`src/rtl/core/bbq_pkg.sv`:
```
package bbq_pkg;

  // defaults for the top-level parameters
  localparam int unsigned NODES_DEF    = 1024;
  localparam int unsigned MAX_HITS_DEF = 63;

  // fixed field widths
  localparam int unsigned COORD_W    = 16;
  localparam int unsigned OBJ_W      = 20;
  localparam int unsigned SIZE_W     = 11;
  localparam int unsigned ADDR_IN_W  = 10;
  localparam int unsigned COUNT_W    = 11;
  localparam int unsigned HITS_W     = 6;
  localparam int unsigned CFG_IDX_W  = 1;
  localparam int unsigned CFG_DATA_W = 11;

  typedef logic [CFG_IDX_W-1:0] cfg_idx_t;
  localparam cfg_idx_t REG_NODE_COUNT    = 1'b0;
  localparam cfg_idx_t REG_STOP_AT_FIRST = 1'b1;

  typedef enum logic {
    CMD_WRITE = 1'b0,
    CMD_QUERY = 1'b1
  } cmd_t;

  typedef enum logic {
    KIND_HIT  = 1'b0,
    KIND_DONE = 1'b1
  } kind_t;

  typedef struct packed {
    logic [COORD_W-1:0] min_x;
    logic [COORD_W-1:0] min_y;
    logic [COORD_W-1:0] min_z;
    logic [COORD_W-1:0] max_x;
    logic [COORD_W-1:0] max_y;
    logic [COORD_W-1:0] max_z;
  } box_t;

  // one stored node, 128 bits
  typedef struct packed {
    box_t              box;
    logic              leaf;
    logic [OBJ_W-1:0]  obj;
    logic [SIZE_W-1:0] size;
  } node_t;

  typedef enum logic [2:0] {
    ST_IDLE,
    ST_FETCH,
    ST_EVAL,
    ST_HIT,
    ST_DONE
  } walk_state_t;

endpackage

```
`src/rtl/core/bbq_overlap.sv`:
```
module bbq_overlap
  import bbq_pkg::*;
(
  input  box_t qbox,
  input  box_t nbox,
  output logic meet
);

  // separated on an axis when one min lies above the other max
  assign meet = !((qbox.min_x > nbox.max_x) || (qbox.max_x < nbox.min_x) ||
                  (qbox.min_y > nbox.max_y) || (qbox.max_y < nbox.min_y) ||
                  (qbox.min_z > nbox.max_z) || (qbox.max_z < nbox.min_z));

endmodule

```
`config.mk`:
```
export PLATFORM = sky130hd
export DESIGN_NAME = bbq_overlap
export DESIGN_NICKNAME = d
export VERILOG_FILES = /design/src/rtl/core/bbq_pkg.sv /design/src/rtl/core/bbq_overlap.sv
export SDC_FILE = /design/constraint.sdc
export NUM_CORES = 1
export LEC_CHECK = 0
export BUFFER_PORTS_ARGS = -buffer_cell sky130_fd_sc_hd__buf_2
export CORE_ASPECT_RATIO = 0.5
export CORE_MARGIN = 8
export CORE_UTILIZATION = 44
export DETAILED_ROUTE_END_ITERATION = 10
export GPL_ROUTABILITY_DRIVEN = 0
export PLACE_DENSITY = 0.9
export SETUP_SLACK_MARGIN = 0.2
export SKIP_LAST_GASP = 1
export SLEW_MARGIN = 20
export SYNTH_ARGS = -nofsm -noshare
export SYNTH_HDL_FRONTEND = slang
export SYNTH_SLANG_ARGS = --single-unit
export TNS_END_PERCENT = 50
```
`constraint.sdc`:
```
create_clock -name vclk -period 3.2
set_clock_uncertainty 0.05 [all_clocks]
set_input_delay 0 -clock vclk [all_inputs]
set_output_delay 0 -clock vclk [all_outputs]
set_load 0.005 [all_outputs]
```
## Word-level counts from Yosys, hierarchy flattened

Index checks and enable logic that the tools add are counted.

| word-level totals | value |
|---|---|
| word-level logic and storage cells | 12 |
| input port bits | 192 |
| output and inout bits | 1 |
| register bits after elaboration | 0 |

| operators by class | value |
|---|---|
| $lt $le $gt $ge | 6 |
| reduce and logical (&&, ||, !) cells | 6 |

Operators by type and width:

| kind | count |
|---|---|
| $gt A16 B16 Y1 | 3 |
| $lt A16 B16 Y1 | 3 |
| $logic_or A1 B1 Y1 | 5 |
| $logic_not A1 Y1 | 1 |

## Logic depth before layout (Yosys ltp)

Gate-level depths: netlist of run 1.

| depth | value |
|---|---|
| depth in word-level cells | 7 |
| mapped depth | 9 |

## Worst setup path after synthesis of run 1

No wires, ideal clock.

| path | value |
|---|---|
| path type | input to output |
| from | input port nbox[9] (netlist name) |
| to | output port meet |
| required time | 3.150 ns |
| path buffers | 0 |
| setup slack | 1.611 ns |
| stages on the path | 9 |
| data arrival time | 1.539 ns |
| path through | inv_1 -> ha_1 -> nand4_1 -> or4_4 -> nor2_2 -> nor2_1 -> o21ai_2 -> o2111ai_1 -> nor4_2 |

| between the ends | value |
|---|---|
| word-level cells in the longest chain between the ends | 4 |

Ends and longest elaborated chain:

| element | line | text |
|---|---|---|
| start: declaration | bbq_overlap.sv:5 | `input box_t nbox,` |
| $gt A16 B16 Y1 | bbq_overlap.sv:12 | `(qbox.min_z > nbox.max_z) \|\| (qbox.max_z < nbox.min_z));` |
| $logic_or A1 B1 Y1 | bbq_overlap.sv:11 | `(qbox.min_y > nbox.max_y) \|\| (qbox.max_y < nbox.min_y) \|\|` |
| $logic_or A1 B1 Y1 | bbq_overlap.sv:12 |  |
| $logic_not A1 Y1 | bbq_overlap.sv:10 | `assign meet = !((qbox.min_x > nbox.max_x) \|\| (qbox.max_x < nbox.min_x) \|\|` |
| end: declaration | bbq_overlap.sv:6 | `output logic meet` |

Every way passes these cells.

## Final worst setup path of run 1

Ends and elaborated chain as after synthesis.

==> key figures, run 1 <==
Run status
  – Status: finished clean

Placement
  – I/O Buffers: roughly 190
  – Detailed Place HPWL: 7.26 mm
  – Dpl cells: slightly below 600

Global route
  – Largest net degree at the start of global routing: 4
  – GR Overflow Total: 0
  – Initial antenna violation count: 0
  – Vias in the first global route: between 2000 and 3000
  – Gr usage total: 16.9%
  – First-pass GRT wire length: 11.6 mm

Clock tree
  – Number of setup buffers added after CTS: 0
  – Hold-fix buffers, CTS: 0
  – CTS resizes: 0

Worst hold path
  – Worst Hold Class: in -> out
  – Hold endpoint: meet
  – Hold_sp: qbox[79]
  – Hold depth: 6

Setup path
  – Slowest-stage cell, CP: or4_4
  – Critical path arrival: 1880 ps
  – Worst setup EP type: primary output
  – Most frequent CP cell: buf_2
  – Critical path startpoint: nbox[9]
  – Setup CP Type: in -> out
  – CP Max Fanout: 2
  – Worst EP required: between 3000 and 4000 ps
  – Type of origin of the critical path: input pin
  – Crit path largest cell delay: roughly 560 ps
  – Critical Path, Cell by Cell: buf_2, inv_1, ha_1, nand4_1, or4_4, nor2_2, nor2_1, o21ai_2, o2111ai_1, nor4_2, buf_2

Routing
  – Detailed Routing Iterations Pass 1: 4
  – WL final: between 7 and 8 mm
  – Starting DRT DRC Count: 42
  – Wirelength per Cell: around 13 um
  – DR vias/cell: 4.83
  – DRC: 0
  – Via count: 2791
  – Routed Antenna Nets: 0

Final layout
  – Clock buffers: 0
  – Layout Nets: 795
  – Reg area: 0 um^2
  – Fin cells: 578
  – Area Growth Syn to Fin: 45.6%
  – Ratio of cells with drive above 1 in the final layout: about two fifths
  – Filler Cell Count: ~450
  – Seq cells: 0
  – Most common cell after layout, fill and taps aside: buf_2
  – Most frequent cells in the layout: buf_2, inv_1, ha_1, a21oi_1, a21o_1
  – N_diodes: 0

Power and ir drop
  – Leak Pwr: 0.00229 uW
  – Net Sw Frac: 44.7%
  – Sw Pwr: approximately 160 uW
  – Logic pwr share: 100.0%
  – Power share of the clock group: 0%
  – VDD IR-drop max: 0.0606 mV
  – Pint: just over 200 uW
  – Pwr/cell area: 109 nW/um^2
  – Sequential share of power: 0%

Flow run
  – Maxcap violations: 0

Synthesis
  – Post-synthesis sequential area ratio: 0%
  – Synth Area per Inst: 7.34 um^2
  – Synthesized area: about 2300 um^2
  – Synthesis warning total: 0
  – Mapped Cells: ~320
  – Synth Net Count: 600
  – Synth cell types: 32

STA
  – Post-route minimum period: 1930 ps
  – RSZ-0062 raised after global routing: false
  – Max Clock Freq: 518 MHz
  – Relative slew slack: approximately 73%
  – Hold Vio Cnt, Final: 0
  – Setup TNS Final: 0 ps
  – Worst-Margin Slew: slightly below 400 ps
  – Final period util: between 60% and 70%
  – Endpoints failing setup: 0
  – Slew Limit Fails: 0

Floorplanning
  – Core area: between 4000 and 5000 um^2
  – Initial Utilization: 46.2%
  – Site Rows: 18
  – Full die area: between 7000 and 8000 um^2
  – I/O pin cnt: ~190
  – Die height: 67.3 um
  – Chip Width: 119 um
## stage by stage
stage	utilization (%)	hold WS (ps)	instance area (um^2)	total power [uW]	setup WS, ps
6_report	67.3	548	3370	366	1270
5_1_grt	67.3	596	3370	427	1110
4_1_cts	67.3	561	3370	372	1230
3_5_place_dp	67.3	561	3370	369	1240
3_3_place_gp	67.3	579	3370	356	1280
2_1_floorplan	-	298	2310	203	1610
## area by class of cell
cell class / count / area [um^2] / area share [%]
inverter: 94 / 353 / 10.5
timing repair buffer: 193 / 966 / 28.7
multi-input combinational: 221 / 1960 / 58.2
tap: 70 / 87.6 / 2.60
## logic make-up (layout without fill, tap and decap cells)
logic type	Yosys count	count (layout)	synth area share, %
buf+inv	94	287	15.3
fa+ha+maj	93	93	50.3
simple gates	47	47	11.8
compound gates	81	81	22.6
## power groups by stage
| stage | clock, uW | combinational (uW) | sequential, uW |
|---|---|---|---|
| floorplan | 0 | 203 | 0 |
| global placement | 0 | 356 | 0 |
| detailed placement | 0 | 369 | 0 |
| CTS | 0 | 371 | 0 |
| global route | 0 | 427 | 0 |
| finish | 0 | 366 | 0 |
## worst max-delay path: cells and delay by family
family	cells	cell delay (ps)
adder cells (fa/ha/maj)	1	280
AO/OA/AOI/OAI	2	210
buffers and inverters	3	260
AND/OR/NAND/NOR	5	1130
## routing by layer
metal	routed length, um	GRT usage [%]	vias to the layer above	share of wire (%)
met5	0	0	-	0
met3	442	3.24	10	6.0
met4	103	2.65	0	1.4
met2	4110	37.7	77	56
met1	2720	16.4	1215	37
li1	-	-	1489	-
## how the worst max path moves through the flow
| stage | to | slack, ps | cells after the start |
|---|---|---|---|
| floorplan | meet | 1610 | 9 |
| global placement | meet | 1280 | 11 |
| detailed placement | meet | 1240 | 11 |
| CTS | meet | 1230 | 11 |
| global route | meet | 1110 | 11 |
| finish | meet | 1270 | 11 |
## synth_stat cells, drive strengths merged
cell / number / area share [%]
a211oi: 6 / 1.9
or4: 1 / 0.49
a31oi: 1 / 0.27
a221oi: 2 / 0.76
o221ai: 2 / 0.76
nor4: 2 / 0.81
or3: 1 / 0.27
a21o: 16 / 5.2
o31a: 1 / 0.38
a41oi: 1 / 0.38
nand2: 13 / 2.1
a21oi: 30 / 6.5
o21a: 3 / 0.97
a211o: 2 / 0.76
nor2: 6 / 1.1
nand2b: 2 / 0.54
nand3: 3 / 0.65
o211ai: 2 / 0.65
nor2b: 3 / 0.81
o21ai: 11 / 2.5
and4: 2 / 0.76
inv: 94 / 15
o2111ai: 3 / 1.1
a2111oi: 1 / 0.38
ha: 93 / 50
nand4: 12 / 3.5
nor4b: 1 / 0.38
or3b: 1 / 0.38
No activity file was read; power rests on OpenSTA's default activity.
==> run 2, diff against run 1 <==
--- a/config.mk
+++ b/config.mk
@@ -5,13 +5,14 @@
 export SDC_FILE = /design/constraint.sdc
 export NUM_CORES = 1
 export LEC_CHECK = 0
+export ABC_AREA = 1
 export BUFFER_PORTS_ARGS = -buffer_cell sky130_fd_sc_hd__buf_2
 export CORE_ASPECT_RATIO = 0.5
 export CORE_MARGIN = 8
-export CORE_UTILIZATION = 44
+export CORE_UTILIZATION = 38
 export DETAILED_ROUTE_END_ITERATION = 10
 export GPL_ROUTABILITY_DRIVEN = 0
-export PLACE_DENSITY = 0.9
+export PLACE_DENSITY = 0.81
 export SETUP_SLACK_MARGIN = 0.2
 export SKIP_LAST_GASP = 1
 export SLEW_MARGIN = 20
==> constraint.sdc (replaced) <==
create_clock -name vclk -period 1.7
set_clock_uncertainty 0.05 [all_clocks]
set_input_delay 0 -clock vclk [all_inputs]
set_output_delay 0 -clock vclk [all_outputs]
set_load 0.005 [all_outputs]
==> run 2 against run 1 <==
Against the previous run:
- first-iteration DRC count rose by 33%
- core utilization is 6.0 points lower
- non-clock buffer count is the same
- hold slack better by 65 ps
- largest cell class unchanged
- die area rose by 19%
- synthesized cell count is 29% higher
- via count is 9.6% higher
- critical path depth did not move
- clock-buffer cell count unchanged
- routed wire length grew 7.2%
==> key figures, run 2 <==
Final layout
  – Most common cell after layout, fill and taps aside: buf_2
  – Reg area: 0 um^2 (unchanged)
  – Clock buffers: 0 (unchanged)
  – Post-route cell area: 3790 um^2 (+13%)
  – Seq cells: 0 (unchanged)
  – N_diodes: 0 (unchanged)
  – Area Growth Syn to Fin: 53.1%
  – Most frequent cells in the layout: buf_2, inv_1, nand2_1, ha_1, a21oi_1
  – Fin cells: 686 (+19%)
  – Layout Nets: 885 (+11%)
  – Filler Cell Count: 593 (+31%)
  – Ratio of cells with drive above 1 in the final layout: 37.8% (-1.4 points)

Placement
  – Detailed Place HPWL: 7.29 mm (+0.46%)
  – I/O Buffers: 193 (unchanged)
  – DP Area: 3550 um^2 (+5.5%)
  – Pre-CTS setup slack: 258 ps (-978 ps)
  – Dpl cells: 686 (+19%)

Global route
  – Met1 usage: 13.7% (-2.7 points)
  – Gr busiest metal: met2
  – Gr usage total: 14.0% (-2.9 points)
  – Met2 Track Usage GR: 30.3% (-7.4 points)
  – First-pass GRT wire length: 11.4 mm (-1.4%)
  – Largest net degree at the start of global routing: 4 (unchanged)
  – GR Overflow Total: 0 (unchanged)
  – Initial antenna violation count: 0 (unchanged)
  – Met3 Usage GRT: 2.99% (-0.26 points)
  – Vias in the first global route: 2885 (+3.1%)

Routing
  – WL final: 7.91 mm (+7.2%)
  – Routed Antenna Nets: 0 (unchanged)
  – Wirelength per Cell: 11.5 um (-9.7%)
  – Via count: 3060 (+9.6%)
  – DRC: 0 (unchanged)
  – Starting DRT DRC Count: 56 (+33%)
  – DR vias/cell: 4.46 (-7.6%)
  – Detailed Routing Iterations Pass 1: 4 (unchanged)

Synthesis
  – Synth area leader: ha_1
  – Synth cell types: 17 (-47%)
  – Mapped Cells: 405 (+29%)
  – Cell with the most instances after synthesis: inv_1
  – Post-synthesis sequential area ratio: 0% (unchanged)
  – Synth area leaders: ha_1, inv_1, nand2_1
  – Leading cell types by count after synthesis: inv_1, ha_1, nand2_1
  – Share of the synthesized area in the top cell type: 47.0% (-3.3 points)
  – Synth Net Count: 690 (+15%)
  – Synthesis warning total: 0 (unchanged)
  – Synthesized area: 2480 um^2 (+7.1%)
  – Synth Area per Inst: 6.11 um^2 (-17%)

Floorplanning
  – Site Rows: 20 (+2)
  – Die height: 73.1 um (+8.7%)
  – Full die area: 9510 um^2 (+19%)
  – Core area: 6180 um^2 (+24%)
  – Chip Width: 130 um (+9.8%)
  – I/O pin cnt: 193 (unchanged)
  – Initial Utilization: 40.1% (-6.2 points)

Power and ir drop
  – Pwr/cell area: 211 nW/um^2 (+94%)
  – Overall power: 799 uW (+120%)
  – VDD IR-drop max: 0.0963 mV (+59%)
  – Leak Pwr: 0.00255 uW (+11%)

Worst hold path
  – Hold_sp: nbox[32]
  – Worst Hold Class: in -> out

Setup path
  – Setup CP Type: in -> out
  – Worst EP required: 1650 ps (-1500 ps)
  – Worst setup EP type: primary output
  – Type of origin of the critical path: input pin
  – Critical path startpoint: qbox[93]
  – CP Max Fanout: 2 (unchanged)
  – Critical path arrival: 1350 ps (-530 ps)

STA
  – Final period util: approximately 83%
  – Max Clock Freq: roughly 700 MHz
  – Endpoints failing setup: 0 (unchanged)
  – Hold Vio Cnt, Final: 0 (unchanged)
  – Setup TNS Final: 0 ps (unchanged)
  – Slew Limit Fails: 0 (unchanged)
  – Worst-Margin Slew: 181 ps (-209 ps)
  – Relative slew slack: 87.8% (+14 points)
  – Post-route minimum period: 1400 ps
  – RSZ-0062 raised after global routing: false
  – Worst setup margin: 297 ps (-972 ps)

Run status
  – Status: finished clean

Flow run
  – Maxcap violations: 0 (unchanged)

Clock tree
  – Number of setup buffers added after CTS: 0 (unchanged)
-- run 2: cell count changes in the layout (fill, tap and decap cells not counted), moves of 7 or more --
| cell | change |
|---|---|
| a21o_1 | -14 |
| a21oi_1 | +7 |
| ha_1 | -12 |
| ha_4 | +12 |
| inv_1 | +22 |
| nand2_1 | +69 |
| nand3_1 | +8 |
| nor2_1 | +15 |
-- run 2: critical path: stages --
cell and delay (ps):
buf_2 120, ha_4 280, nand2_4 50, nor2_4 110
nand3_2 90, nor2_2 130, nand3_1 100, nand2_2 70
nand3_2 100, nor3_2 150, buf_2 130
-- run 2: kinds of logic after synthesis --
kind of cell | share of synthesized area, %
buf+inv | 18.5
compound gates | 12.4
fa+ha+maj | 47.0
simple gates | 22.1
-- run 2: path summary, 6_finish.rpt --
kind / end / cells past startpoint
worst min-delay path: meet / 7
worst max-delay path: meet / 11
-- run 2: what timing repair did --
action	CTS	global route
hold buffers	0	0
endpoints found under the hold margin	0	0
resized for setup	0	38
setup endpoints to repair	0	1
-- run 2: report_power, final --
group,internal (uW),switching [uW],total (uW)
clock,0,0,0
sequential,0,0,0
combinational,421,379,799
-- run 2: cell type report --
class              count  area [um^2]  share of cell area [%]
multi-input cells    283         2220                    58.7
inverters            122          458                    12.1
well taps             88          110                    2.91
repair buffers       193          997                    26.3
-- run 2: per-stage QoR --
step | util (%) | hold WS [ps]
3_5_place_dp | 57.5 | 647
5_1_grt | 61.3 | 679
6_report | 61.3 | 613
4_1_cts | 57.5 | 649
2_1_floorplan | - | 362
3_3_place_gp | 57.5 | 645
-- run 2: layer usage --
layer | vias up | share of wire, %
met5 | - | 0
met4 | 0 | 0.61
met3 | 4 | 7.7
met2 | 77 | 55
met1 | 1315 | 37
li1 | 1664 | -
